[config.mk]
export PLATFORM = sky130hd
export DESIGN_NAME = breath_cycle_sequencer
export DESIGN_NICKNAME = d
export VERILOG_FILES = /design/src/hdl/bcs_pkg.sv /design/src/hdl/bcs_regs.sv /design/src/hdl/bcs_core.sv /design/src/hdl/breath_cycle_sequencer.sv
export VERILOG_INCLUDE_DIRS = /design/src /design/src/hdl
export SDC_FILE = /design/constraint.sdc
export NUM_CORES = 1
export LEC_CHECK = 0
export BUFFER_PORTS_ARGS = -buffer_cell sky130_fd_sc_hd__buf_2
export CORE_MARGIN = 4
export CORE_UTILIZATION = 56
export DETAILED_ROUTE_END_ITERATION = 10
export GPL_TIMING_DRIVEN = 1
export MAX_ROUTING_LAYER = met4
export PLACE_DENSITY = 0.81
export SLEW_MARGIN = 20
export SYNTH_ARGS = -nofsm -noshare
export SYNTH_HDL_FRONTEND = slang
export SYNTH_SLANG_ARGS = --single-unit
[constraint.sdc]
create_clock -name clk -period 5 [get_ports clk]
set_input_delay 1 -clock clk [delete_from_list [all_inputs] [get_ports clk]]
set_output_delay 1 -clock clk [all_outputs]
set_load 0.1 [all_outputs]
[src/hdl/breath_cycle_sequencer_macros.svh]
// Assertion helpers for the sequencer core (bcs_core includes them).
// They expect signals named clk and rst_n in the using module.
`ifndef BREATH_CYCLE_SEQUENCER_MACROS_SVH
`define BREATH_CYCLE_SEQUENCER_MACROS_SVH

// same-cycle implication
`define BCS_ASSERT_NOW(lbl, ante, cons) \
    lbl: assert property (@(posedge clk) disable iff (!rst_n) (ante) |-> (cons)) \
        else $error("sequencer check failed");

// next-cycle implication
`define BCS_ASSERT_NEXT(lbl, ante, cons) \
    lbl: assert property (@(posedge clk) disable iff (!rst_n) (ante) |=> (cons)) \
        else $error("sequencer check failed");

`endif

[src/hdl/bcs_pkg.sv]
package bcs_pkg;

    localparam int TIME_W   = 15;
    localparam int TICK_W   = 10;
    localparam int COUNT_W  = 16;
    localparam int STATUS_W = 3;
    localparam int CMD_W    = 2;
    localparam int ADDR_W   = 3;
    localparam int DATA_W   = 32;

    localparam logic [TIME_W-1:0] ELAPSED_MAX   = 15'd32767;
    localparam logic [TICK_W-1:0] TICK_MS_RESET = 10'd10;
    localparam logic [TIME_W-1:0] MAX_POS_RESET = 15'd32767;

    // phase codes
    localparam logic [STATUS_W-1:0] PH_FIRST_RUN  = 3'd0;
    localparam logic [STATUS_W-1:0] PH_EXP_START  = 3'd1;
    localparam logic [STATUS_W-1:0] PH_WAIT_ZERO  = 3'd2;
    localparam logic [STATUS_W-1:0] PH_EXP_WAIT   = 3'd3;
    localparam logic [STATUS_W-1:0] PH_INSP_INIT  = 3'd4;
    localparam logic [STATUS_W-1:0] PH_INSP       = 3'd5;
    localparam logic [STATUS_W-1:0] PH_MAX_POS    = 3'd6;

    // motor commands
    localparam logic [CMD_W-1:0] CMD_STOP  = 2'd0;
    localparam logic [CMD_W-1:0] CMD_ZERO  = 2'd1;
    localparam logic [CMD_W-1:0] CMD_SPEED = 2'd2;

    // register word index (paddr[2])
    localparam logic REG_TICK_MS = 1'b0;
    localparam logic REG_MAX_POS = 1'b1;

    typedef struct packed {
        logic [TICK_W-1:0] tick_ms;
        logic [TIME_W-1:0] max_position;
    } cfg_t;

endpackage

[src/hdl/bcs_regs.sv]
module bcs_regs (
    input  logic                  clk,
    input  logic                  rst_n,
    input  logic                  psel,
    input  logic                  penable,
    input  logic                  pwrite,
    input  logic [bcs_pkg::ADDR_W-1:0] paddr,
    input  logic [bcs_pkg::DATA_W-1:0] pwdata,
    output logic [bcs_pkg::DATA_W-1:0] prdata,
    output logic                  pready,
    output bcs_pkg::cfg_t         cfg
);
    import bcs_pkg::*;

    logic [TICK_W-1:0] tick_ms_reg;
    logic [TIME_W-1:0] max_pos_reg;
    logic              wr_en;

    assign pready = 1'b1;
    assign wr_en  = psel && penable && pwrite;

    always_ff @(posedge clk or negedge rst_n)
    begin
        if (!rst_n)
        begin
            tick_ms_reg <= TICK_MS_RESET;
            max_pos_reg <= MAX_POS_RESET;
        end
        else if (wr_en)
        begin
            if (paddr[2] == REG_TICK_MS)
                tick_ms_reg <= pwdata[TICK_W-1:0];
            else
                max_pos_reg <= pwdata[TIME_W-1:0];
        end
    end

    always_comb
    begin
        if (paddr[2] == REG_MAX_POS)
            prdata = {{(DATA_W-TIME_W){1'b0}}, max_pos_reg};
        else
            prdata = {{(DATA_W-TICK_W){1'b0}}, tick_ms_reg};
    end

    assign cfg.tick_ms      = tick_ms_reg;
    assign cfg.max_position = max_pos_reg;

endmodule

[src/hdl/bcs_core.sv]
module bcs_core (
    input  logic                          clk,
    input  logic                          rst_n,
    input  bcs_pkg::cfg_t                 cfg,
    input  logic                          in_valid,
    output logic                          in_ready,
    input  logic [bcs_pkg::TIME_W-1:0]    insp_time,
    input  logic [bcs_pkg::TIME_W-1:0]    exp_time,
    input  logic [bcs_pkg::TIME_W-1:0]    motor_position,
    input  logic                          ctrl_stopped,
    input  logic                          mode_change,
    output logic                          out_valid,
    input  logic                          out_ready,
    output logic [bcs_pkg::STATUS_W-1:0]  status,
    output logic                          cmd_valid,
    output logic [bcs_pkg::CMD_W-1:0]     cmd_mode,
    output logic [bcs_pkg::COUNT_W-1:0]   breath_count,
    output logic                          volume_restart,
    output logic                          leave_mode,
    output logic                          led_on
);
    import bcs_pkg::*;
`include "breath_cycle_sequencer_macros.svh"

    // input stage
    logic              s1_valid_reg;
    logic [TIME_W-1:0] s1_insp_reg;
    logic [TIME_W-1:0] s1_exp_reg;
    logic [TIME_W-1:0] s1_pos_reg;
    logic              s1_stopped_reg;
    logic              s1_change_reg;

    // sequencer state
    logic [STATUS_W-1:0] phase_reg,   phase_next;
    logic [TIME_W-1:0]   elapsed_reg, elapsed_next;
    logic [TIME_W-1:0]   insp_reg,    insp_next;
    logic [TIME_W-1:0]   exp_reg,     exp_next;
    logic [COUNT_W-1:0]  breaths_reg, breaths_next;
    logic                lamp_reg,    lamp_next;

    // result stage
    logic                out_valid_reg;
    logic [STATUS_W-1:0] status_reg;
    logic                cmd_valid_reg, cmd_valid_next;
    logic [CMD_W-1:0]    cmd_mode_reg,  cmd_mode_next;
    logic                vol_reset_reg, vol_reset_next;
    logic                leave_reg,     leave_next;

    logic              step;
    logic              s1_free;
    logic [TIME_W:0]   time_sum;
    logic [TIME_W-1:0] time_adv;

    assign step     = s1_valid_reg && (!out_valid_reg || out_ready);
    assign s1_free  = !s1_valid_reg || step;
    assign in_ready = s1_free;

    always_ff @(posedge clk or negedge rst_n)
    begin
        if (!rst_n)
            s1_valid_reg <= 1'b0;
        else if (s1_free)
            s1_valid_reg <= in_valid;
    end

    always_ff @(posedge clk)
    begin
        if (in_valid && s1_free)
        begin
            s1_insp_reg    <= insp_time;
            s1_exp_reg     <= exp_time;
            s1_pos_reg     <= motor_position;
            s1_stopped_reg <= ctrl_stopped;
            s1_change_reg  <= mode_change;
        end
    end

    // saturating elapsed-time advance
    assign time_sum = {1'b0, elapsed_reg} + {{(TIME_W+1-TICK_W){1'b0}}, cfg.tick_ms};
    assign time_adv = time_sum[TIME_W] ? ELAPSED_MAX : time_sum[TIME_W-1:0];

    always_comb
    begin
        phase_next     = phase_reg;
        elapsed_next   = elapsed_reg;
        insp_next      = insp_reg;
        exp_next       = exp_reg;
        breaths_next   = breaths_reg;
        lamp_next      = lamp_reg;
        cmd_valid_next = 1'b0;
        cmd_mode_next  = CMD_STOP;
        vol_reset_next = 1'b0;
        leave_next     = 1'b0;
        case (phase_reg)
            PH_FIRST_RUN:
            begin
                insp_next  = s1_insp_reg;
                exp_next   = s1_exp_reg;
                phase_next = PH_EXP_START;
            end
            PH_EXP_START:
            begin
                cmd_valid_next = 1'b1;
                cmd_mode_next  = CMD_ZERO;
                lamp_next      = 1'b1;
                elapsed_next   = '0;
                phase_next     = PH_WAIT_ZERO;
            end
            PH_WAIT_ZERO:
            begin
                elapsed_next = time_adv;
                if (s1_stopped_reg)
                    phase_next = PH_EXP_WAIT;
            end
            PH_EXP_WAIT:
            begin
                elapsed_next = time_adv;
                if (time_adv > exp_reg)
                    phase_next = PH_INSP_INIT;
            end
            PH_INSP_INIT:
            begin
                if (s1_change_reg)
                begin
                    leave_next = 1'b1;
                    phase_next = PH_FIRST_RUN;
                end
                else
                begin
                    insp_next      = s1_insp_reg;
                    exp_next       = s1_exp_reg;
                    vol_reset_next = 1'b1;
                    breaths_next   = breaths_reg + COUNT_W'(1);
                    cmd_valid_next = 1'b1;
                    cmd_mode_next  = CMD_SPEED;
                    elapsed_next   = '0;
                    phase_next     = PH_INSP;
                end
            end
            PH_INSP:
            begin
                elapsed_next = time_adv;
                lamp_next    = 1'b0;
                if (time_adv > insp_reg)
                begin
                    cmd_valid_next = 1'b1;
                    phase_next     = PH_EXP_START;
                end
                // reaching the end stop wins over time-out
                if (s1_pos_reg >= cfg.max_position)
                begin
                    cmd_valid_next = 1'b1;
                    phase_next     = PH_MAX_POS;
                end
            end
            PH_MAX_POS:
            begin
                elapsed_next = time_adv;
                if (time_adv > insp_reg)
                begin
                    cmd_valid_next = 1'b1;
                    phase_next     = PH_EXP_START;
                end
            end
            default:
            begin
                cmd_valid_next = 1'b1;
                phase_next     = PH_FIRST_RUN;
            end
        endcase
    end

    always_ff @(posedge clk or negedge rst_n)
    begin
        if (!rst_n)
        begin
            phase_reg     <= PH_FIRST_RUN;
            elapsed_reg   <= '0;
            insp_reg      <= '0;
            exp_reg       <= '0;
            breaths_reg   <= '0;
            lamp_reg      <= 1'b0;
            out_valid_reg <= 1'b0;
        end
        else
        begin
            if (step)
            begin
                phase_reg   <= phase_next;
                elapsed_reg <= elapsed_next;
                insp_reg    <= insp_next;
                exp_reg     <= exp_next;
                breaths_reg <= breaths_next;
                lamp_reg    <= lamp_next;
            end
            if (step)
                out_valid_reg <= 1'b1;
            else if (out_ready)
                out_valid_reg <= 1'b0;
        end
    end

    always_ff @(posedge clk)
    begin
        if (step)
        begin
            status_reg    <= phase_reg;
            cmd_valid_reg <= cmd_valid_next;
            cmd_mode_reg  <= cmd_mode_next;
            vol_reset_reg <= vol_reset_next;
            leave_reg     <= leave_next;
        end
    end

    assign out_valid      = out_valid_reg;
    assign status         = status_reg;
    assign cmd_valid      = cmd_valid_reg;
    assign cmd_mode       = cmd_mode_reg;
    assign breath_count   = breaths_reg;
    assign volume_restart = vol_reset_reg;
    assign leave_mode     = leave_reg;
    assign led_on         = lamp_reg;

    `BCS_ASSERT_NEXT(a_step_gives_result, step, out_valid_reg)
    `BCS_ASSERT_NOW(a_speed_with_vol_reset,
        out_valid_reg && cmd_valid_reg && (cmd_mode_reg == CMD_SPEED), vol_reset_reg)
    `BCS_ASSERT_NOW(a_leave_only_at_init,
        out_valid_reg && leave_reg, (status_reg == PH_INSP_INIT) && !cmd_valid_reg)
    `BCS_ASSERT_NOW(a_idle_cmd_is_stop,
        out_valid_reg && !cmd_valid_reg, cmd_mode_reg == CMD_STOP)
    `BCS_ASSERT_NEXT(a_count_moves_on_init,
        step && !(phase_reg == PH_INSP_INIT && !s1_change_reg), $stable(breaths_reg))

endmodule

[src/hdl/breath_cycle_sequencer.sv]
// Breath cycle sequencer.
// Input channel (in_valid/in_ready): one item per time-slice tick carrying
// insp_time, exp_time, motor_position, ctrl_stopped and mode_change.
// Output channel (out_valid/out_ready): one result item per tick with the
// phase before the step, the motor command, breath count, volume restart and
// leave-mode pulses and the expiration lamp.
// An item passes an input register, the next-state logic and a result
// register; out_valid rises once the result register is loaded, and one item
// can be accepted every cycle while the receiver keeps taking results.
// When the receiver stalls, the result register holds and the input
// register still takes one more item; after that in_ready drops until the
// result is taken.
// Registers over the APB port: tick_ms at 0x0, max_position at 0x4; write
// them only while no item is in flight. pready is tied high.
// Reset puts the sequencer in first run with cleared times, count and lamp,
// tick_ms at 10 and max_position at 32767.
module breath_cycle_sequencer (
    input  logic                          clk,
    input  logic                          rst_n,
    input  logic                          psel,
    input  logic                          penable,
    input  logic                          pwrite,
    input  logic [bcs_pkg::ADDR_W-1:0]    paddr,
    input  logic [bcs_pkg::DATA_W-1:0]    pwdata,
    output logic [bcs_pkg::DATA_W-1:0]    prdata,
    output logic                          pready,
    input  logic                          in_valid,
    output logic                          in_ready,
    input  logic [bcs_pkg::TIME_W-1:0]    insp_time,
    input  logic [bcs_pkg::TIME_W-1:0]    exp_time,
    input  logic [bcs_pkg::TIME_W-1:0]    motor_position,
    input  logic                          ctrl_stopped,
    input  logic                          mode_change,
    output logic                          out_valid,
    input  logic                          out_ready,
    output logic [bcs_pkg::STATUS_W-1:0]  status,
    output logic                          cmd_valid,
    output logic [bcs_pkg::CMD_W-1:0]     cmd_mode,
    output logic [bcs_pkg::COUNT_W-1:0]   breath_count,
    output logic                          volume_restart,
    output logic                          leave_mode,
    output logic                          led_on
);
    import bcs_pkg::*;

    cfg_t cfg;

    bcs_regs u_regs (
        .clk     (clk),
        .rst_n   (rst_n),
        .psel    (psel),
        .penable (penable),
        .pwrite  (pwrite),
        .paddr   (paddr),
        .pwdata  (pwdata),
        .prdata  (prdata),
        .pready  (pready),
        .cfg     (cfg)
    );

    bcs_core u_core (
        .clk            (clk),
        .rst_n          (rst_n),
        .cfg            (cfg),
        .in_valid       (in_valid),
        .in_ready       (in_ready),
        .insp_time      (insp_time),
        .exp_time       (exp_time),
        .motor_position (motor_position),
        .ctrl_stopped   (ctrl_stopped),
        .mode_change    (mode_change),
        .out_valid      (out_valid),
        .out_ready      (out_ready),
        .status         (status),
        .cmd_valid      (cmd_valid),
        .cmd_mode       (cmd_mode),
        .breath_count   (breath_count),
        .volume_restart (volume_restart),
        .leave_mode     (leave_mode),
        .led_on         (led_on)
    );

endmodule
# --- Yosys cells after proc, flatten, opt, wreduce, memory -nomap -nowiden ---
# Cells that the tools add are included.
totals:
  word_cells: 82
  register_bits: 147
classes:
  add_sub_neg: 2
  n_mux: 24
  n_bitwise: 2
  eq_ne: 9
  n_reduce_logical: 22
  n_lt_le_gt_ge: 3
ops:
  columns: ["operator", "count"]
  rows:
  - ["15-bit two-way mux", 5]
  - ["15-bit case mux with 2 select lines", 2]
  - ["15-bit case mux with 3 select lines", 1]
  - ["15-bit > comparator", 2]
  - ["3-bit case mux with 7 select lines", 1]
  - ["15-bit by 10-bit adder with 16-bit output", 1]
  - ["16-bit by 1-bit adder with 16-bit output, second input constant", 1]
  - ["15-bit >= comparator", 1]
  - ["3-bit two-way mux", 5]
  - ["3-bit AND reduction", 4]
  - ["3-bit equality test, second input constant", 3]
  - ["3-bit by 2-bit equality test with 1-bit output, second input constant", 2]
  - ["1-bit two-way mux", 6]
  - ["2-bit AND reduction", 3]
  - ["2-bit nonzero test", 3]
  - ["1-bit logical AND", 4]
  - ["2-bit by 1-bit != test with 1-bit output, second input constant", 2]
  - ["1-bit case mux with 4 select lines", 1]
  - ["2-bit case mux with 2 select lines", 1]
  - ["4-bit OR reduction", 1]
  - ["3-bit by 1-bit equality test with 1-bit output, second input constant", 1]
  - ["3-bit logical NOT", 1]
  - ["3-bit nonzero test", 1]
  - ["3-bit OR reduction", 1]
  - ["other kinds (6)", 9]

# --- Logic depth before layout (Yosys ltp) ---
# Gate-level depths: netlist of run 1.
depth:
  depth_word: 6
  mapped_depth: 15

# --- Hierarchy ---
# A second synthesis of run 1 with hierarchy kept.
hier_totals:
  cells_unflattened: 624
  hier_area_um2: 7638.6
modules_own_cells:
  columns: ["mod", "instances", "area_per_inst_um2", "cells_each"]
  rows:
  - ["bcs_core", 1, 6317.3, 533]
  - ["bcs_regs", 1, 1321.3, 91]

# --- Worst setup path after synthesis of run 1 ---
# OpenSTA, ideal clock, no wires.
synth_timing:
  path_kind: "register to register"
  from: "reg u_regs.tick_ms_reg[0]"
  to: "reg u_core.phase_reg[1]"
  slack_ns: 1.188
  setup_time_ns: 0.067
  period_less_slack_ns: 3.812
  arrival_time_ns: 3.746
  path_buffers: 0
  stages_incl_launch_ff: 16
  t_required_ns: 4.933
  path_cell_list: "dfrtp_1 -> ha_1 -> fa_1 -> a21o_1 -> a21oi_1 -> o21ai_0 -> a21oi_2 -> nor2_1 -> mux2_1 -> ha_1 -> nand4_1 -> or4_1 -> o21ai_0 -> a21oi_1 -> a311o_1 -> nand2_1"
synth_between:
  elab_chain_cells: 6
synth_rtl:
  columns: ["item", "line_no", "source"]
  rows:
  - ["start, declared", "bcs_regs.sv:15", "logic [TICK_W-1:0] tick_ms_reg;"]
  - ["start signal, assigned", "bcs_regs.sv:32", "tick_ms_reg <= pwdata[TICK_W-1:0];"]
  - ["15-bit by 10-bit adder with 16-bit output *", "bcs_core.sv:79", "assign time_sum = {1'b0, elapsed_reg} + {{(TIME_W+1-TICK_W){1'b0}}, cfg.tick_ms};"]
  - ["15-bit two-way mux *", "bcs_core.sv:80", "assign time_adv = time_sum[TIME_W] ? ELAPSED_MAX : time_sum[TIME_W-1:0];"]
  - ["15-bit > comparator", "bcs_core.sv:144, bcs_core.sv:159", null]
  - ["3-bit two-way mux (2 in series)", null, null]
  - ["3-bit case mux with 7 select lines", null, null]
  - ["end signal, assigned", "bcs_core.sv:189", "phase_reg <= phase_next;"]
  - ["end, declared", "bcs_core.sv:34", "logic [STATUS_W-1:0] phase_reg, phase_next;"]
# Every way passes the cells marked *; elsewhere a longest branch is shown, timed or not.
# A chain may end at the register's enable or synchronous reset.

# --- Final worst setup path of run 1 ---
layout_timing:
  from: "reg u_regs.tick_ms_reg[1]"
  to: "reg u_core.phase_reg[1]"
# Same word-level chain as after synthesis.

==> impl_metrics.toml, run 1 <==
[status]
status = "finished clean"

[critical_path]
arrival_ns = 4.76
critPathMaxStageDelay_ns = 0.66
path_buf_inv = 0
crit_family = "compound AO/OA/AOI/OAI gates"
end_kind = "register"
r2r_cells = 13
cp-endpoint = "u_core.phase_reg[1]"
critPathKind = "register to register"
cp.required_ns = 5.36
rrSetupSlack_ns = 0.60
startpoint = "u_regs.tick_ms_reg[1]"
worstPathCellList = "ha_1 -> a211oi_2 -> o211ai_1 -> a221oi_4 -> or3_1 -> nand2_1 -> ha_1 -> a211oi_1 -> nor2_1 -> o311ai_0 -> a21oi_1 -> a311o_1 -> nand2_1"
worst-path-max-fanout = 9
cp_slowest_cell = "o311ai_0"
timing.rr.end = "u_core.phase_reg[1]"
crit_path_start_kind = "register"
cp_num_cells = 13
r2r-start = "u_regs.tick_ms_reg[1]"

[sta]
clock.fmax_mhz = 227
rsz0062_at_grt = "false"
period_share = 0.880
setup_ws_ns = 0.601
tightestPinTransition_ns = 1.14
max_slew_margin = 0.228
setup_viol = 0
setup_tns_ns = 0
period_minus_slack_ns = 4.40
hold_violations = 0
skew_ns = 0.00553
slew_violations = 0

[clocking]
cts_sinks = 147
clockBufferDepth = 2
htree_levels = 4
cts_root_buffer = "clkbuf_16"
post_cts_buffers = 0
cts_tree = "yes"
path_clk_slew_ns = 0.06
cts_resized = 0
insertion_delay_ns = 0.43
numCtsBuffers = 17
cts_hold_buf = 0

[yosys]
synth_cells = 631
ys.flop_type = "dfrtp_1"
syn_area_per_cell_um2 = 12.0
yosysWarnings = 0
netlist.top_cell.by_area = "dfrtp_1"
seq_area_frac_synth = 0.527
synthArstFlopShare = 0.626
yosys.cell_types.count = 66
synth_edf_count = 55
syn-cell-area_um2 = 7540
synth_seq_cells = 147
synthTopCellsByArea = "dfrtp_1, edfxtp_1, mux2_2, ha_1, dfstp_2"
yosysTopAreaCellShare = 0.249

[route]
ant_nets = 0
drt_iter0_drc = 229
drt_drc_violations_left = 0
num_vias = 5198
wl_per_cell_um = 16.8
firstDrtPassIters = 5
wl_mm = 15.7
viasPerCell = 5.57

[die]
core_area_um2 = 13200
die_y_um = 124
fp-row-count = 42
ios = 149
dieArea_um2 = 15400
die_w_um = 124
start_util = 0.570

[final_layout]
final_common_cell = "buf_2"
nets = 891
largest_reg_flops = 16
diodes = 0
finish.utilization = 0.661
drive_above_1_share = 0.315
finalInstanceArea_um2 = 8760
final_cell_mix = "buf_2, dfrtp_1, mux2_2, ha_1, edfxtp_1"
synthToLayoutAreaGrowth_pct = 16.1

[min_path]
hold_path_class = "register to register"

[placed_design]
place_hpwl_mm = 11.5
pre_cts_ws_ns = 0.646
port_buffers = 111
gp_congestion = 0.887
dpl_cell_area_um2 = 8200

[global_route]
grt_pass1_wl_mm = 24.5
grt_util_all_layers = 0.214
grt_pass1_vias = 5095
antenna_found_initial = 0
grt_max_degree = 48
gr-total-overflow = 0

[pwr]
netSwitchingFraction = 0.409
cellLeakagePower_nw = 4.06
p_sw_w = 0.00209
p_clk_frac = 0.234
peakVddDrop_v = 0.000353
combPwrFrac = 0.423
seqPwrFrac = 0.344
p_int_w = 0.00301
power_density_nw_per_um2 = 583

[run]
drv_cap = 0
## final cells by class
cell class,count,area (µm²)
tap,176,220
inverter,54,203
clock buffer,17,425
sequential,147,3980
fill,1022,4490
multi-input combinational,410,3210
clock inverter,15,131
timing repair buffer,115,588
## worst register-to-register path: cells and delay by family, from the launching register on
family	cells	cell delay, ns
DFF	1	0.57
and+or+nand+nor	4	0.78
adders and majority gates	2	0.61
AOI/OAI and AO/OA	7	2.39
## cell usage after synthesis (4+ instances only)
cell type	number
nor4_1	5
nand2b_1	6
xor2_1	7
a211oi_1	8
nor2b_1	4
nor2_1	24
nand4_1	14
a21o_1	8
edfxtp_1	55
and2_1	7
nand2_1	33
clkbuf_1	12
a21oi_1	27
xnor2_1	15
buf_4	19
inv_1	53
mux2_2	66
dfrtp_1	75
o21ai_0	23
a22o_1	9
and3_1	7
dfstp_2	17
ha_1	56
nand3_1	16
## worst min path at each step
stage | start | endpoint | slack, ns | cells after the start
floorplan | u_core.elapsed_reg[0] | u_core.elapsed_reg[0] | 0.45 | 2
global placement | u_core.breath_count[15] | u_core.breath_count[15] | 0.46 | 1
detailed placement | u_core.s1_exp_reg[0] | u_core.exp_reg[0] | 0.47 | 1
CTS | u_core.s1_exp_reg[0] | u_core.exp_reg[0] | 0.48 | 1
global route | u_core.s1_exp_reg[0] | u_core.exp_reg[0] | 0.49 | 1
finish | u_core.s1_exp_reg[0] | u_core.exp_reg[0] | 0.47 | 1
## logic make-up (layout without fill, tap and decap cells)
family,after synthesis,count (layout),share of synthesized area
AO/OA/AOI/OAI,110,110,0.0997
XOR/XNOR,22,22,0.0255
adder cells (fa/ha/maj),57,57,0.0955
buffers and inverters,90,201,0.0554
flip-flops,147,147,0.527
multiplexers,67,67,0.100
other,2,18,0.000995
AND/OR/NAND/NOR,136,136,0.0960
## through the flow
step,total power (W),cells,hold WS (ns)
2_1_floorplan,0.00342,647,0.454
3_5_place_dp,0.00391,902,0.466
5_1_grt,0.00543,934,0.494
6_report,0.00510,934,0.473
3_3_place_gp,0.00379,902,0.458
4_1_cts,0.00512,934,0.477
## routing by layer
layer / GRT usage / vias up / share of wire
met5: - / - / 0
met4: 0.0609 / 0 / 0.014
met3: 0.0545 / 17 / 0.057
met2: 0.349 / 172 / 0.51
met1: 0.267 / 2521 / 0.42
li1: - / 2488 / -
## power by group through the flow
stage / Clock (W) / Combinational, W / Sequential (W)
2_1_floorplan: 0 / 0.00156 / 0.00186
3_3_place_gp: 0 / 0.00204 / 0.00175
3_5_place_dp: 0 / 0.00214 / 0.00177
4_1_cts: 0.00121 / 0.00216 / 0.00175
5_1_grt: 0.00127 / 0.00237 / 0.00179
6_report: 0.00119 / 0.00216 / 0.00175
(Power assumes the default switching activity.)
==> inputs of run 2 (changes only) <==
--- a/config.mk
+++ b/config.mk
@@ -6,6 +6,7 @@
 export SDC_FILE = /design/constraint.sdc
 export NUM_CORES = 1
 export LEC_CHECK = 0
+export ABC_AREA = 1
 export BUFFER_PORTS_ARGS = -buffer_cell sky130_fd_sc_hd__buf_2
 export CORE_MARGIN = 4
 export CORE_UTILIZATION = 56
==> impl_metrics.toml, run 2 <==
[critical_path]
cp.required_ns = 5.17
rrSetupSlack_ns = 1.48
timing.rr.end = "u_core.cmd_valid"
startpoint = "u_regs.tick_ms_reg[2]"
path_buf_inv = 0
critPathKind = "register to register"
path_common_cell = "nand2_1"
critPathMaxStageDelay_ns = 0.41
r2r_cells = 19
end_kind = "register"
crit_path_start_kind = "register"
crit_family = "simple AND/OR/NAND/NOR gates"
cp_slowest_cell = "dfrtp_1"
worstPathCellList = "ha_1 -> a21oi_1 -> nand2_1 -> nand3_1 -> nand2_2 -> nand2_2 -> nand2_2 -> nand2_2 -> nand3_1 -> ha_1 -> nand2_1 -> nor2_1 -> nand3_1 -> nor2_1 -> nand3_1 -> nand2_1 -> nand2_1 -> o211ai_1 -> nand2_1"
r2r-start = "u_regs.tick_ms_reg[2]"
worst-path-max-fanout = 13
arrival_ns = 3.70

[final_layout]
regArea_um2 = 3980
multi_input_area_um2 = 3200
final_common_cell = "nand2_1"
final_cell_mix = "nand2_1, inv_1, buf_2, dfrtp_1, o21ai_0"
diodes = 0
largest_reg_flops = 16
finalInstanceArea_um2 = 9000
nets = 1123
drive_above_1_share = 0.198
synthToLayoutAreaGrowth_pct = 15.0
nFillCells = 1111

[min_path]
hold_path_class = "register to register"
min_from = "u_core.s1_insp_reg[13]"
min_to = "u_core.insp_reg[13]"
hold-path-cell-count = 2

[pwr]
power_density_nw_per_um2 = 524
cellLeakagePower_nw = 4.75
peakVddDrop_v = 0.000384

[global_route]
grt_util_all_layers = 0.226
grt_pass1_vias = 5933
antenna_found_initial = 0
grt_pass1_wl_mm = 27.9
grt_max_degree = 60
gr-total-overflow = 0

[die]
start_util = 0.581
ios = 149
fp-row-count = 42
dieArea_um2 = 15900
core_area_um2 = 13500
die_y_um = 126
die_w_um = 126

[yosys]
post-synth-top-count-cell = "nand2_1"
synthArstFlopShare = 0.626
ys_top_cells_by_count = "nand2_1, inv_1, dfrtp_1"
synth_seq_cells = 147
syn_area_per_cell_um2 = 9.04
seq_area_frac_synth = 0.508
yosysWarnings = 0
ys.flop_type = "dfrtp_1"
syn-cell-area_um2 = 7820
netlist.top_cell.by_area = "dfrtp_1"
yosys.cell_types.count = 46
synthTopCellsByArea = "dfrtp_1, edfxtp_1, nand2_1, ha_1, inv_1"
synth_edf_count = 55
synth_cells = 865
yosysTopAreaCellShare = 0.240

[clocking]
insertion_delay_ns = 0.43
cts_tree = "yes"
cts_hold_buf = 0
numCtsBuffers = 17
htree_levels = 4
post_cts_buffers = 0
path_clk_slew_ns = 0.06
cts_resized = 0
cts_sinks = 147
cts_root_buffer = "clkbuf_16"
clockBufferDepth = 2

[placed_design]
gp_congestion = 0.931
pre_cts_ws_ns = 1.51
port_buffers = 111
dpl_cell_area_um2 = 8430
place_hpwl_mm = 11.8

[route]
firstDrtPassIters = 6
wl_mm = 16.5
viasPerCell = 5.06
num_vias = 5903
wl_per_cell_um = 14.1
drt_iter0_drc = 376
drt_drc_violations_left = 0
ant_nets = 0

[status]
status = "finished clean"

[sta]
setup_tns_ns = 0
clock.fmax_mhz = 284
setup_viol = 0
slew_violations = 0
period_share = 0.705
period_minus_slack_ns = 3.52
max_slew_margin = 0.309
setup_ws_ns = 1.48
tightestPinTransition_ns = 1.04
hold_violations = 0
rsz0062_at_grt = "false"
skew_ns = 0.0129

[run]
drv_cap = 0
-- run 2: cell types whose count changed after synthesis, moves of 6 or more --
cell      before  now
nand2b_1       6    0
a21o_1         8    0
nor2_1        24   45
mux2_2        66    0
and2_1         7    0
a22o_1         9    0
inv_1         53  123
nand3_1       16   26
a211oi_1       8    0
xnor2_1       15    5
o21ai_0       23   68
nand2_2        0    6
nand2_1       33  251
a21oi_1       27   33
-- run 2: tightest hold or removal path, delay by kind of cell (launching register included) --
kind | cells | cell delay (ns)
compound gates | 1 | 0.06
flops | 1 | 0.32
simple gates | 1 | 0.05
-- run 2: metrics by stage --
stage	hold WS, ns	cells	power (W)	utilization
finish	0.461	1166	0.00471	0.669
global route	0.488	1166	0.00509	0.669
CTS	0.463	1165	0.00473	0.667
detailed placement	0.444	1133	0.00353	0.626
global placement	0.434	1133	0.00347	0.626
floorplan	0.430	881	0.00316	-
-- run 2: kinds of logic after synthesis --
logic type / Yosys count / share of synthesized area
fa+ha+maj: 57 / 0.0921
other cells: 2 / 0.000960
flops: 147 / 0.508
xor+xnor: 15 / 0.0178
buf+inv: 160 / 0.0912
simple gates: 373 / 0.214
compound gates: 109 / 0.0734
mux: 2 / 0.00288
-- run 2: how the worst max path moves through the flow --
stage | endpoint | slack, ns | cells after the start
2_1_floorplan | prdata[4] | 0.21 | 5
3_3_place_gp | u_core.cmd_valid | 1.55 | 18
3_5_place_dp | u_core.cmd_valid | 1.51 | 19
4_1_cts | u_core.cmd_valid | 1.48 | 19
5_1_grt | u_core.phase_reg[0] | 1.11 | 21
6_report | u_core.cmd_valid | 1.48 | 19
-- run 2: final cells by class --
cell class | instances | share of cell area
clock buffers | 21 | 0.0524
clock inverters | 11 | 0.00862
inverters | 124 | 0.0517
multi-input cells | 574 | 0.356
flip-flops and latches | 147 | 0.442
well taps | 176 | 0.0245
repair buffers | 113 | 0.0651
-- run 2: power by group --
group          internal, W  total (W)  switching (W)
Combinational     0.000564    0.00186        0.00130
Sequential         0.00153    0.00167       0.000137
Clock             0.000678    0.00118       0.000501
-- run 2: per-layer routing --
metal  up-vias  global-route usage  part of all wire
met2       152               0.365              0.50
met4         0              0.0694             0.016
met1      2750               0.279              0.44
met3        25              0.0601             0.053
met5         -                   -                 0
li1       2976                   -                 -
